==> config.mk <==
export PLATFORM = sky130hd
export DESIGN_NAME = mos6502_subset_executor
export DESIGN_NICKNAME = d
export VERILOG_FILES = /design/src/rtl/core/m6502_pkg.sv /design/src/rtl/core/mos6502_subset_executor.sv
export SDC_FILE = /design/constraint.sdc
export NUM_CORES = 1
export LEC_CHECK = 0
export BUFFER_PORTS_ARGS = -buffer_cell sky130_fd_sc_hd__buf_2
export CAP_MARGIN = 20
export CORE_UTILIZATION = 45
export DETAILED_ROUTE_END_ITERATION = 10
export PLACE_DENSITY_LB_ADDON = 0.15
export SETUP_SLACK_MARGIN = 0.5
export SYNTH_ARGS = -nofsm -noshare
export SYNTH_HDL_FRONTEND = slang
export SYNTH_SLANG_ARGS = --single-unit
==> constraint.sdc <==
create_clock -name clk -period 13.1 [get_ports clk]
set_input_delay 1.31 -clock clk [delete_from_list [all_inputs] [get_ports clk]]
set_output_delay 1.31 -clock clk [all_outputs]
set_load 0.01 [all_outputs]
==> src/rtl/core/m6502_pkg.sv <==
// m6502_pkg: item types, opcode codes and register map for the 6502 subset executor
// no dependencies; imported by mos6502_subset_executor
`default_nettype none

package m6502_pkg;

  // supported opcodes
  localparam logic [7:0] OP_JMP_ABS  = 8'h4C;
  localparam logic [7:0] OP_BNE      = 8'hD0;
  localparam logic [7:0] OP_CPX_IMM  = 8'hE0;
  localparam logic [7:0] OP_CPY_IMM  = 8'hC0;
  localparam logic [7:0] OP_LDA_IMM  = 8'hA9;
  localparam logic [7:0] OP_LDX_IMM  = 8'hA2;
  localparam logic [7:0] OP_LDY_IMM  = 8'hA0;
  localparam logic [7:0] OP_LDA_ZP   = 8'hA5;
  localparam logic [7:0] OP_STA_ZP   = 8'h85;
  localparam logic [7:0] OP_STX_ZP   = 8'h86;
  localparam logic [7:0] OP_STY_ZP   = 8'h84;
  localparam logic [7:0] OP_INC_ZP   = 8'hE6;
  localparam logic [7:0] OP_STA_ZPX  = 8'h95;
  localparam logic [7:0] OP_INX      = 8'hE8;
  localparam logic [7:0] OP_INY      = 8'hC8;
  localparam logic [7:0] OP_DEY      = 8'h88;
  localparam logic [7:0] OP_NOP      = 8'hEA;

  // status bit positions
  localparam int unsigned FLAG_N_BIT = 7;
  localparam int unsigned FLAG_Z_BIT = 1;
  localparam int unsigned FLAG_C_BIT = 0;

  // configuration register map
  localparam int unsigned CFG_ADDR_W     = 3;
  localparam logic        REG_START_ADDR = 1'b0;
  localparam logic [15:0] START_ADDR_RST = 16'hF000;

  typedef struct packed {
    logic [7:0] opcode;
    logic [7:0] operand_low;
    logic [7:0] operand_high;
    logic [7:0] read_data;
  } in_item_t;

  typedef struct packed {
    logic [15:0] next_pc;
    logic        mem_write;
    logic [7:0]  mem_addr;
    logic [7:0]  write_data;
    logic [7:0]  status_flags;
    logic [7:0]  accumulator;
    logic [7:0]  index_x;
    logic [7:0]  index_y;
    logic [2:0]  cycle_count;
    logic        unknown_opcode;
  } out_item_t;

endpackage

`default_nettype wire

==> src/rtl/core/mos6502_subset_executor.sv <==
// mos6502_subset_executor: one 6502 instruction per item against PC/A/X/Y/status
// depends on m6502_pkg (item types, opcode codes, register map)
//
//  channel | direction | handshake                   | payload
//  in_     | input     | in_valid / in_ready         | m6502_pkg::in_item_t
//  out_    | output    | out_valid / out_ready       | m6502_pkg::out_item_t
//  cfg_    | apb write | cfg_psel/penable/pwrite     | start_address at byte 0
//
// an accepted item is held in the input register, then is decoded and executed and
// lands in the result register; one item a cycle unless the output stalls
// the single execute stage between the two registers sets the rate
// the architectural registers update when an item moves into the result register
// rst_n (synchronous) loads PC with 0xF000 and clears A, X, Y and status
// a full result register that is not taken stalls the execute stage and the input
`default_nettype none

module mos6502_subset_executor (
  input  wire                                   clk,
  input  wire                                   rst_n,
  input  wire                                   in_valid,
  output logic                                  in_ready,
  input  m6502_pkg::in_item_t                   in_item,
  output logic                                  out_valid,
  input  wire                                   out_ready,
  output m6502_pkg::out_item_t                  out_item,
  input  wire                                   cfg_psel,
  input  wire                                   cfg_penable,
  input  wire                                   cfg_pwrite,
  input  wire [m6502_pkg::CFG_ADDR_W-1:0]       cfg_paddr,
  input  wire [31:0]                            cfg_pwdata,
  output logic [31:0]                           cfg_prdata,
  output logic                                  cfg_pready
);
  import m6502_pkg::*;

  logic        in_v_r;
  in_item_t    in_r;
  logic        out_v_r;
  out_item_t   out_r;
  logic [15:0] start_addr_r;
  logic [15:0] pc_r, pc_nxt;
  logic [7:0]  acc_r, acc_nxt;
  logic [7:0]  x_r, x_nxt;
  logic [7:0]  y_r, y_nxt;
  logic [7:0]  flags_r, flags_nxt;
  out_item_t   res_nxt;
  logic        adv;
  logic        cfg_wr;
  logic [7:0]  nz_val;
  logic        set_nz;
  logic [15:0] pc_plus1, pc_plus2, br_target;
  logic [7:0]  cmp_reg;
  logic [8:0]  cmp_diff;
  logic        is_cmp;

  // handshake: execute stage advances when the result register is free or drained
  assign adv      = in_v_r && (!out_v_r || out_ready);
  assign in_ready = !in_v_r || adv;
  assign out_valid = out_v_r;
  assign out_item  = out_r;

  // configuration port
  assign cfg_pready = 1'b1;
  assign cfg_wr     = cfg_psel && cfg_penable && cfg_pwrite;
  always_comb begin
    cfg_prdata = '0;
    if (cfg_paddr[CFG_ADDR_W-1] == REG_START_ADDR) begin
      cfg_prdata = {16'd0, start_addr_r};
    end
  end

  // pc arithmetic
  assign pc_plus1  = pc_r + 16'd1;
  assign pc_plus2  = pc_r + 16'd2;
  assign br_target = pc_plus2 + {{8{in_r.operand_low[7]}}, in_r.operand_low};
  assign cmp_reg   = (in_r.opcode == OP_CPX_IMM) ? x_r : y_r;
  assign cmp_diff  = {1'b0, cmp_reg} - {1'b0, in_r.operand_low};

  // decode and execute
  always_comb begin
    pc_nxt  = pc_r;
    acc_nxt = acc_r;
    x_nxt   = x_r;
    y_nxt   = y_r;
    nz_val  = 8'd0;
    set_nz  = 1'b0;
    is_cmp  = 1'b0;
    res_nxt = '0;
    case (in_r.opcode)
      OP_JMP_ABS: begin
        pc_nxt = {in_r.operand_high, in_r.operand_low};
        res_nxt.cycle_count = 3'd3;
      end
      OP_BNE: begin
        pc_nxt = flags_r[FLAG_Z_BIT] ? pc_plus2 : br_target;
        res_nxt.cycle_count = 3'd2;
      end
      OP_CPX_IMM, OP_CPY_IMM: begin
        is_cmp = 1'b1;
        set_nz = 1'b1;
        nz_val = cmp_diff[7:0];
        pc_nxt = pc_plus2;
        res_nxt.cycle_count = 3'd2;
      end
      OP_LDA_IMM: begin
        acc_nxt = in_r.operand_low;
        set_nz  = 1'b1;
        nz_val  = in_r.operand_low;
        pc_nxt  = pc_plus2;
        res_nxt.cycle_count = 3'd2;
      end
      OP_LDX_IMM: begin
        x_nxt  = in_r.operand_low;
        set_nz = 1'b1;
        nz_val = in_r.operand_low;
        pc_nxt = pc_plus2;
        res_nxt.cycle_count = 3'd2;
      end
      OP_LDY_IMM: begin
        y_nxt  = in_r.operand_low;
        set_nz = 1'b1;
        nz_val = in_r.operand_low;
        pc_nxt = pc_plus2;
        res_nxt.cycle_count = 3'd2;
      end
      OP_LDA_ZP: begin
        acc_nxt = in_r.read_data;
        set_nz  = 1'b1;
        nz_val  = in_r.read_data;
        pc_nxt  = pc_plus2;
        res_nxt.cycle_count = 3'd3;
      end
      OP_STA_ZP: begin
        res_nxt.mem_write  = 1'b1;
        res_nxt.mem_addr   = in_r.operand_low;
        res_nxt.write_data = acc_r;
        pc_nxt = pc_plus2;
        res_nxt.cycle_count = 3'd3;
      end
      OP_STX_ZP: begin
        res_nxt.mem_write  = 1'b1;
        res_nxt.mem_addr   = in_r.operand_low;
        res_nxt.write_data = x_r;
        pc_nxt = pc_plus2;
        res_nxt.cycle_count = 3'd3;
      end
      OP_STY_ZP: begin
        res_nxt.mem_write  = 1'b1;
        res_nxt.mem_addr   = in_r.operand_low;
        res_nxt.write_data = y_r;
        pc_nxt = pc_plus2;
        res_nxt.cycle_count = 3'd3;
      end
      OP_STA_ZPX: begin
        // indexed address wraps within page zero
        res_nxt.mem_write  = 1'b1;
        res_nxt.mem_addr   = in_r.operand_low + x_r;
        res_nxt.write_data = acc_r;
        pc_nxt = pc_plus2;
        res_nxt.cycle_count = 3'd4;
      end
      OP_INC_ZP: begin
        res_nxt.mem_write  = 1'b1;
        res_nxt.mem_addr   = in_r.operand_low;
        res_nxt.write_data = in_r.read_data + 8'd1;
        set_nz = 1'b1;
        nz_val = in_r.read_data + 8'd1;
        pc_nxt = pc_plus2;
        res_nxt.cycle_count = 3'd5;
      end
      OP_INX: begin
        x_nxt  = x_r + 8'd1;
        set_nz = 1'b1;
        nz_val = x_r + 8'd1;
        pc_nxt = pc_plus1;
        res_nxt.cycle_count = 3'd2;
      end
      OP_INY: begin
        y_nxt  = y_r + 8'd1;
        set_nz = 1'b1;
        nz_val = y_r + 8'd1;
        pc_nxt = pc_plus1;
        res_nxt.cycle_count = 3'd2;
      end
      OP_DEY: begin
        y_nxt  = y_r - 8'd1;
        set_nz = 1'b1;
        nz_val = y_r - 8'd1;
        pc_nxt = pc_plus1;
        res_nxt.cycle_count = 3'd2;
      end
      OP_NOP: begin
        pc_nxt = pc_plus1;
        res_nxt.cycle_count = 3'd2;
      end
      default: begin
        res_nxt.unknown_opcode = 1'b1;
      end
    endcase

    // status update: only N, Z and C ever change
    flags_nxt = flags_r;
    if (set_nz) begin
      flags_nxt[FLAG_N_BIT] = nz_val[7];
      flags_nxt[FLAG_Z_BIT] = (nz_val == 8'd0);
    end
    if (is_cmp) begin
      flags_nxt[FLAG_C_BIT] = !cmp_diff[8];
    end

    res_nxt.next_pc      = pc_nxt;
    res_nxt.status_flags = flags_nxt;
    res_nxt.accumulator  = acc_nxt;
    res_nxt.index_x      = x_nxt;
    res_nxt.index_y      = y_nxt;
  end

  // control and architectural state
  always_ff @(posedge clk) begin
    if (!rst_n) begin
      in_v_r       <= 1'b0;
      out_v_r      <= 1'b0;
      start_addr_r <= START_ADDR_RST;
      pc_r         <= START_ADDR_RST;
      acc_r        <= 8'd0;
      x_r          <= 8'd0;
      y_r          <= 8'd0;
      flags_r      <= 8'd0;
    end else begin
      if (in_ready) begin
        in_v_r <= in_valid;
      end
      if (adv) begin
        out_v_r <= 1'b1;
        pc_r    <= pc_nxt;
        acc_r   <= acc_nxt;
        x_r     <= x_nxt;
        y_r     <= y_nxt;
        flags_r <= flags_nxt;
      end else if (out_ready) begin
        out_v_r <= 1'b0;
      end
      if (cfg_wr && cfg_paddr[CFG_ADDR_W-1] == REG_START_ADDR) begin
        start_addr_r <= cfg_pwdata[15:0];
      end
    end
  end

  // payload registers
  always_ff @(posedge clk) begin
    if (in_valid && in_ready) begin
      in_r <= in_item;
    end
    if (adv) begin
      out_r <= res_nxt;
    end
  end

  // checks
  a_pc_follows_result: assert property (@(posedge clk) disable iff (!rst_n)
    adv |=> (out_r.next_pc == pc_r))
    else $error("pc does not match reported next_pc");

  a_unknown_keeps_pc: assert property (@(posedge clk) disable iff (!rst_n)
    (adv && res_nxt.unknown_opcode) |=> (pc_r == $past(pc_r) && acc_r == $past(acc_r)))
    else $error("unknown opcode changed state");

  a_no_store_zero: assert property (@(posedge clk) disable iff (!rst_n)
    (out_v_r && !out_r.mem_write) |-> (out_r.mem_addr == 8'd0 && out_r.write_data == 8'd0))
    else $error("store fields set without a store");

  a_unknown_quiet: assert property (@(posedge clk) disable iff (!rst_n)
    (out_v_r && out_r.unknown_opcode) |-> (!out_r.mem_write && out_r.cycle_count == 3'd0))
    else $error("unknown opcode reported a store or cycles");

  a_flags_reserved: assert property (@(posedge clk) disable iff (!rst_n)
    flags_r[6:2] == 5'd0)
    else $error("reserved status bits changed");

endmodule

`default_nettype wire
==> flow_metrics.env <==
export IMPL_netlist_instances=1088
export IMPL_syn_area_mm2=0.00977
export IMPL_postSynthRegisterBits=157
export IMPL_io_pins=178
export IMPL_power_density_mw_per_mm2=106
export IMPL_p_leak_nw=4.39
export IMPL_synth_area_top_cells="edfxtp_1, dfxtp_1, nand2_1, ha_1, a21oi_1"
export IMPL_critical_path_class="reg -> reg"
export IMPL_fin_crit_sh_pct=37.2
export IMPL_report_final_slew_viol_count=0
export IMPL_synth_edff_count=96
export IMPL_syn_to_final_growth_pct=14.0
export IMPL_syn_area_per_cell_um2=8.98
export IMPL_final_util_pct=52.7
export IMPL_post_cts_setup_buffer_count=0
export IMPL_max_slew_margin_rel_pct=20.8
export IMPL_drtAntennaViolNets=0
export IMPL_num_rows=53
export IMPL_seq_area_frac_synth_pct=42.0
export IMPL_worstPathArrival_ns=5.13
export IMPL_numCtsBuffers=17
export IMPL_num_nets_final=1305
export IMPL_grt_overflow=0
export IMPL_final_cells=1479
export IMPL_cp_start_kind="flop"
export IMPL_wire_per_inst_um=18.9
export IMPL_die_area_mm2=0.0223
export IMPL_yosys_warnings=0
export IMPL_dpl_hpwl_um=19300
export IMPL_drive_gt1_share_pct=17.9
export IMPL_dominantRegCellSynth="edfxtp_1"
export IMPL_postCtsResizedCells=0
export IMPL_cp_required_ns=13.36
export IMPL_grt_pass1_vias=7925
export IMPL_skew_ns=0.0102
export IMPL_viasPerCell=5.86
export IMPL_synth_largest_area_cell="edfxtp_1"
export IMPL_drt_iter0_drc=882
export IMPL_worst_pin_slew_ns=1.17
export IMPL_vdd_drop_max_mv=0.0844
export IMPL_place_congestion=0.940
export IMPL_cts_path_max_buffers=2
export IMPL_r2r_start="in_r[24]"
export IMPL_clkLatencyLatePin_ns=0.43
export IMPL_fmax_mhz=205
export IMPL_fin_total_pwr_mw=1.18
export IMPL_dr_total_vias=8670
export IMPL_die_h_um=149
export IMPL_cts_clk_slew_worst_paths_ns=0.06
export IMPL_dp_cells=1447
export IMPL_ff2ff_setup_slack_ns=8.22
export IMPL_ctsHoldBuffers=0
export IMPL_cp_startpoint="in_r[24]"
export IMPL_antenna_found_initial=0
export IMPL_tns_ns=0
export IMPL_die_x_um=149
export IMPL_grt_max_degree=62
export IMPL_grt_pass1_wl_um=43700
export IMPL_root_buffer="clkbuf_16"
export IMPL_hold_ws_ns=0.450
export IMPL_rsz0062_at_grt="no"
export IMPL_worstReg2RegEnd="out_item[29]"
export IMPL_fin_crit_ns=4.88
export IMPL_grt_use_total_pct=25.5
export IMPL_cts_tree="built"
export IMPL_initial_core_util_pct=46.2
export IMPL_route_detailed_drc=0
export IMPL_drv_cap=0
export IMPL_firstDrtPassIters=6
export IMPL_worstHoldPathType="reg -> reg"
export IMPL_ys_types=89
export IMPL_setup_viol=0
export IMPL_holdPathStages=2
export IMPL_async_reset_ff_share_pct=0
export IMPL_portBuffers=137
export IMPL_status="finished clean"
export IMPL_end_kind="flop"
export IMPL_crit_path_end="out_item[29]"
export IMPL_cp_max_fo=14
export IMPL_r2r_cells=11
export IMPL_drt_wl_total_um=28000
export IMPL_htreeDepth=4
export IMPL_diodes=0
export IMPL_num_fill_cells=1992
export IMPL_hold_viol=0
export IMPL_synth_top_area_share_pct=29.5
export IMPL_clock_sinks=157
export IMPL_core_mm2=0.0212
[where the power goes]
part,switching (mW),internal (mW)
combinational,0.0839,0.0543
clock,0.205,0.271
sequential,0.0235,0.545
[cell type report]
type / count / area, µm² / share of cell area [%]
well taps: 275 / 344 / 3.09
clock buffers: 24 / 504 / 4.52
inverters: 32 / 123 / 1.10
multi-input cells: 829 / 5200 / 46.7
repair buffers: 154 / 813 / 7.30
clock inverters: 8 / 55.1 / 0.494
flip-flops and latches: 157 / 4100 / 36.8
[worst max-delay path: stages, from the launching register on]
cell and delay [ns]:
edfxtp_1 0.58, or4_1 0.77, nor2_1 0.63, mux2_2 0.41
ha_1 0.34, and3_1 0.20, a211oi_1 0.39, a21oi_1 0.14
xor2_1 0.17, a211o_1 0.33, or4_4 0.55, a21oi_1 0.18
[logic make-up (layout without fill, tap and decap cells)]
| logic type | after synthesis | after routing | synth area share [%] |
|---|---|---|---|
| XOR/XNOR | 50 | 50 | 4.48 |
| adder cells (fa/ha/maj) | 40 | 40 | 5.35 |
| AO/OA/AOI/OAI | 296 | 296 | 20.6 |
| AND/OR/NAND/NOR | 409 | 409 | 20.5 |
| buffers and inverters | 122 | 218 | 5.65 |
| flip-flops | 157 | 157 | 42.0 |
| multiplexers | 12 | 12 | 1.33 |
| other | 2 | 22 | 0.0768 |
[metrics by stage]
step / setup WS (ns) / cell area [µm²]
floorplan: 8.89 / 9850
global placement: 8.38 / 10600
detailed placement: 8.28 / 10600
CTS: 8.25 / 11100
global route: 8.01 / 11100
finish: 8.22 / 11100
[worst min-delay path by stage]
stage,from,end,slack (ns)
after CTS,start_addr_r[7],start_addr_r[7],0.45
after detailed placement,start_addr_r[7],start_addr_r[7],0.44
after global routing,start_addr_r[11],start_addr_r[11],0.47
after global placement,start_addr_r[4],start_addr_r[4],0.44
after floorplan,start_addr_r[0],start_addr_r[0],0.43
final,start_addr_r[7],start_addr_r[7],0.45
[Yosys cell counts (13+ instances only)]
cell type / n
nor3_1: 36
edfxtp_1: 96
clkbuf_1: 59
nor2b_1: 24
xnor2_1: 23
a22oi_1: 15
and3_1: 18
o21ai_0: 64
buf_4: 22
ha_1: 37
a21o_1: 13
a221o_1: 13
nand2_1: 151
nand2b_1: 16
inv_1: 30
a21oi_1: 79
dfxtp_1: 61
nand3_1: 30
xor2_1: 27
nor2_1: 78
o211ai_1: 13
[placed cells by master, fill, tap and decap left out, drive strengths merged, types with 27 or more instances in the layout]
| cell | synthesis | final |
|---|---|---|
| a21oi | 79 | 79 |
| o21ai | 66 | 66 |
| ha | 37 | 37 |
| nand3 | 30 | 30 |
| dfxtp | 61 | 61 |
| xor2 | 27 | 27 |
| nor2 | 79 | 79 |
| nand2 | 151 | 151 |
| edfxtp | 96 | 96 |
| inv | 32 | 36 |
| buf | 30 | 154 |
| nor3 | 37 | 37 |
[state kept, by name (all words and copies together) (netlist names)]
| signal | flops |
|---|---|
| y_r | 8 |
| pc_r | 16 |
| start_addr_r | 16 |
| acc_r | 8 |
| out_item | 64 |
| x_r | 8 |
| out_valid | 1 |
| in_v_r | 1 |
| in_r | 32 |
| flags_r | 3 |
[routing by layer]
metal	vias to the layer above	part of all wire [%]	track usage (%)	routed length, µm
li1	4163	-	-	-
met1	4079	46	36.7	12900
met2	382	43	37.1	12100
met3	46	8.5	6.57	2380
met4	0	2.0	7.81	565
met5	-	0	0	0
Power figures use the tool's default switching activity.
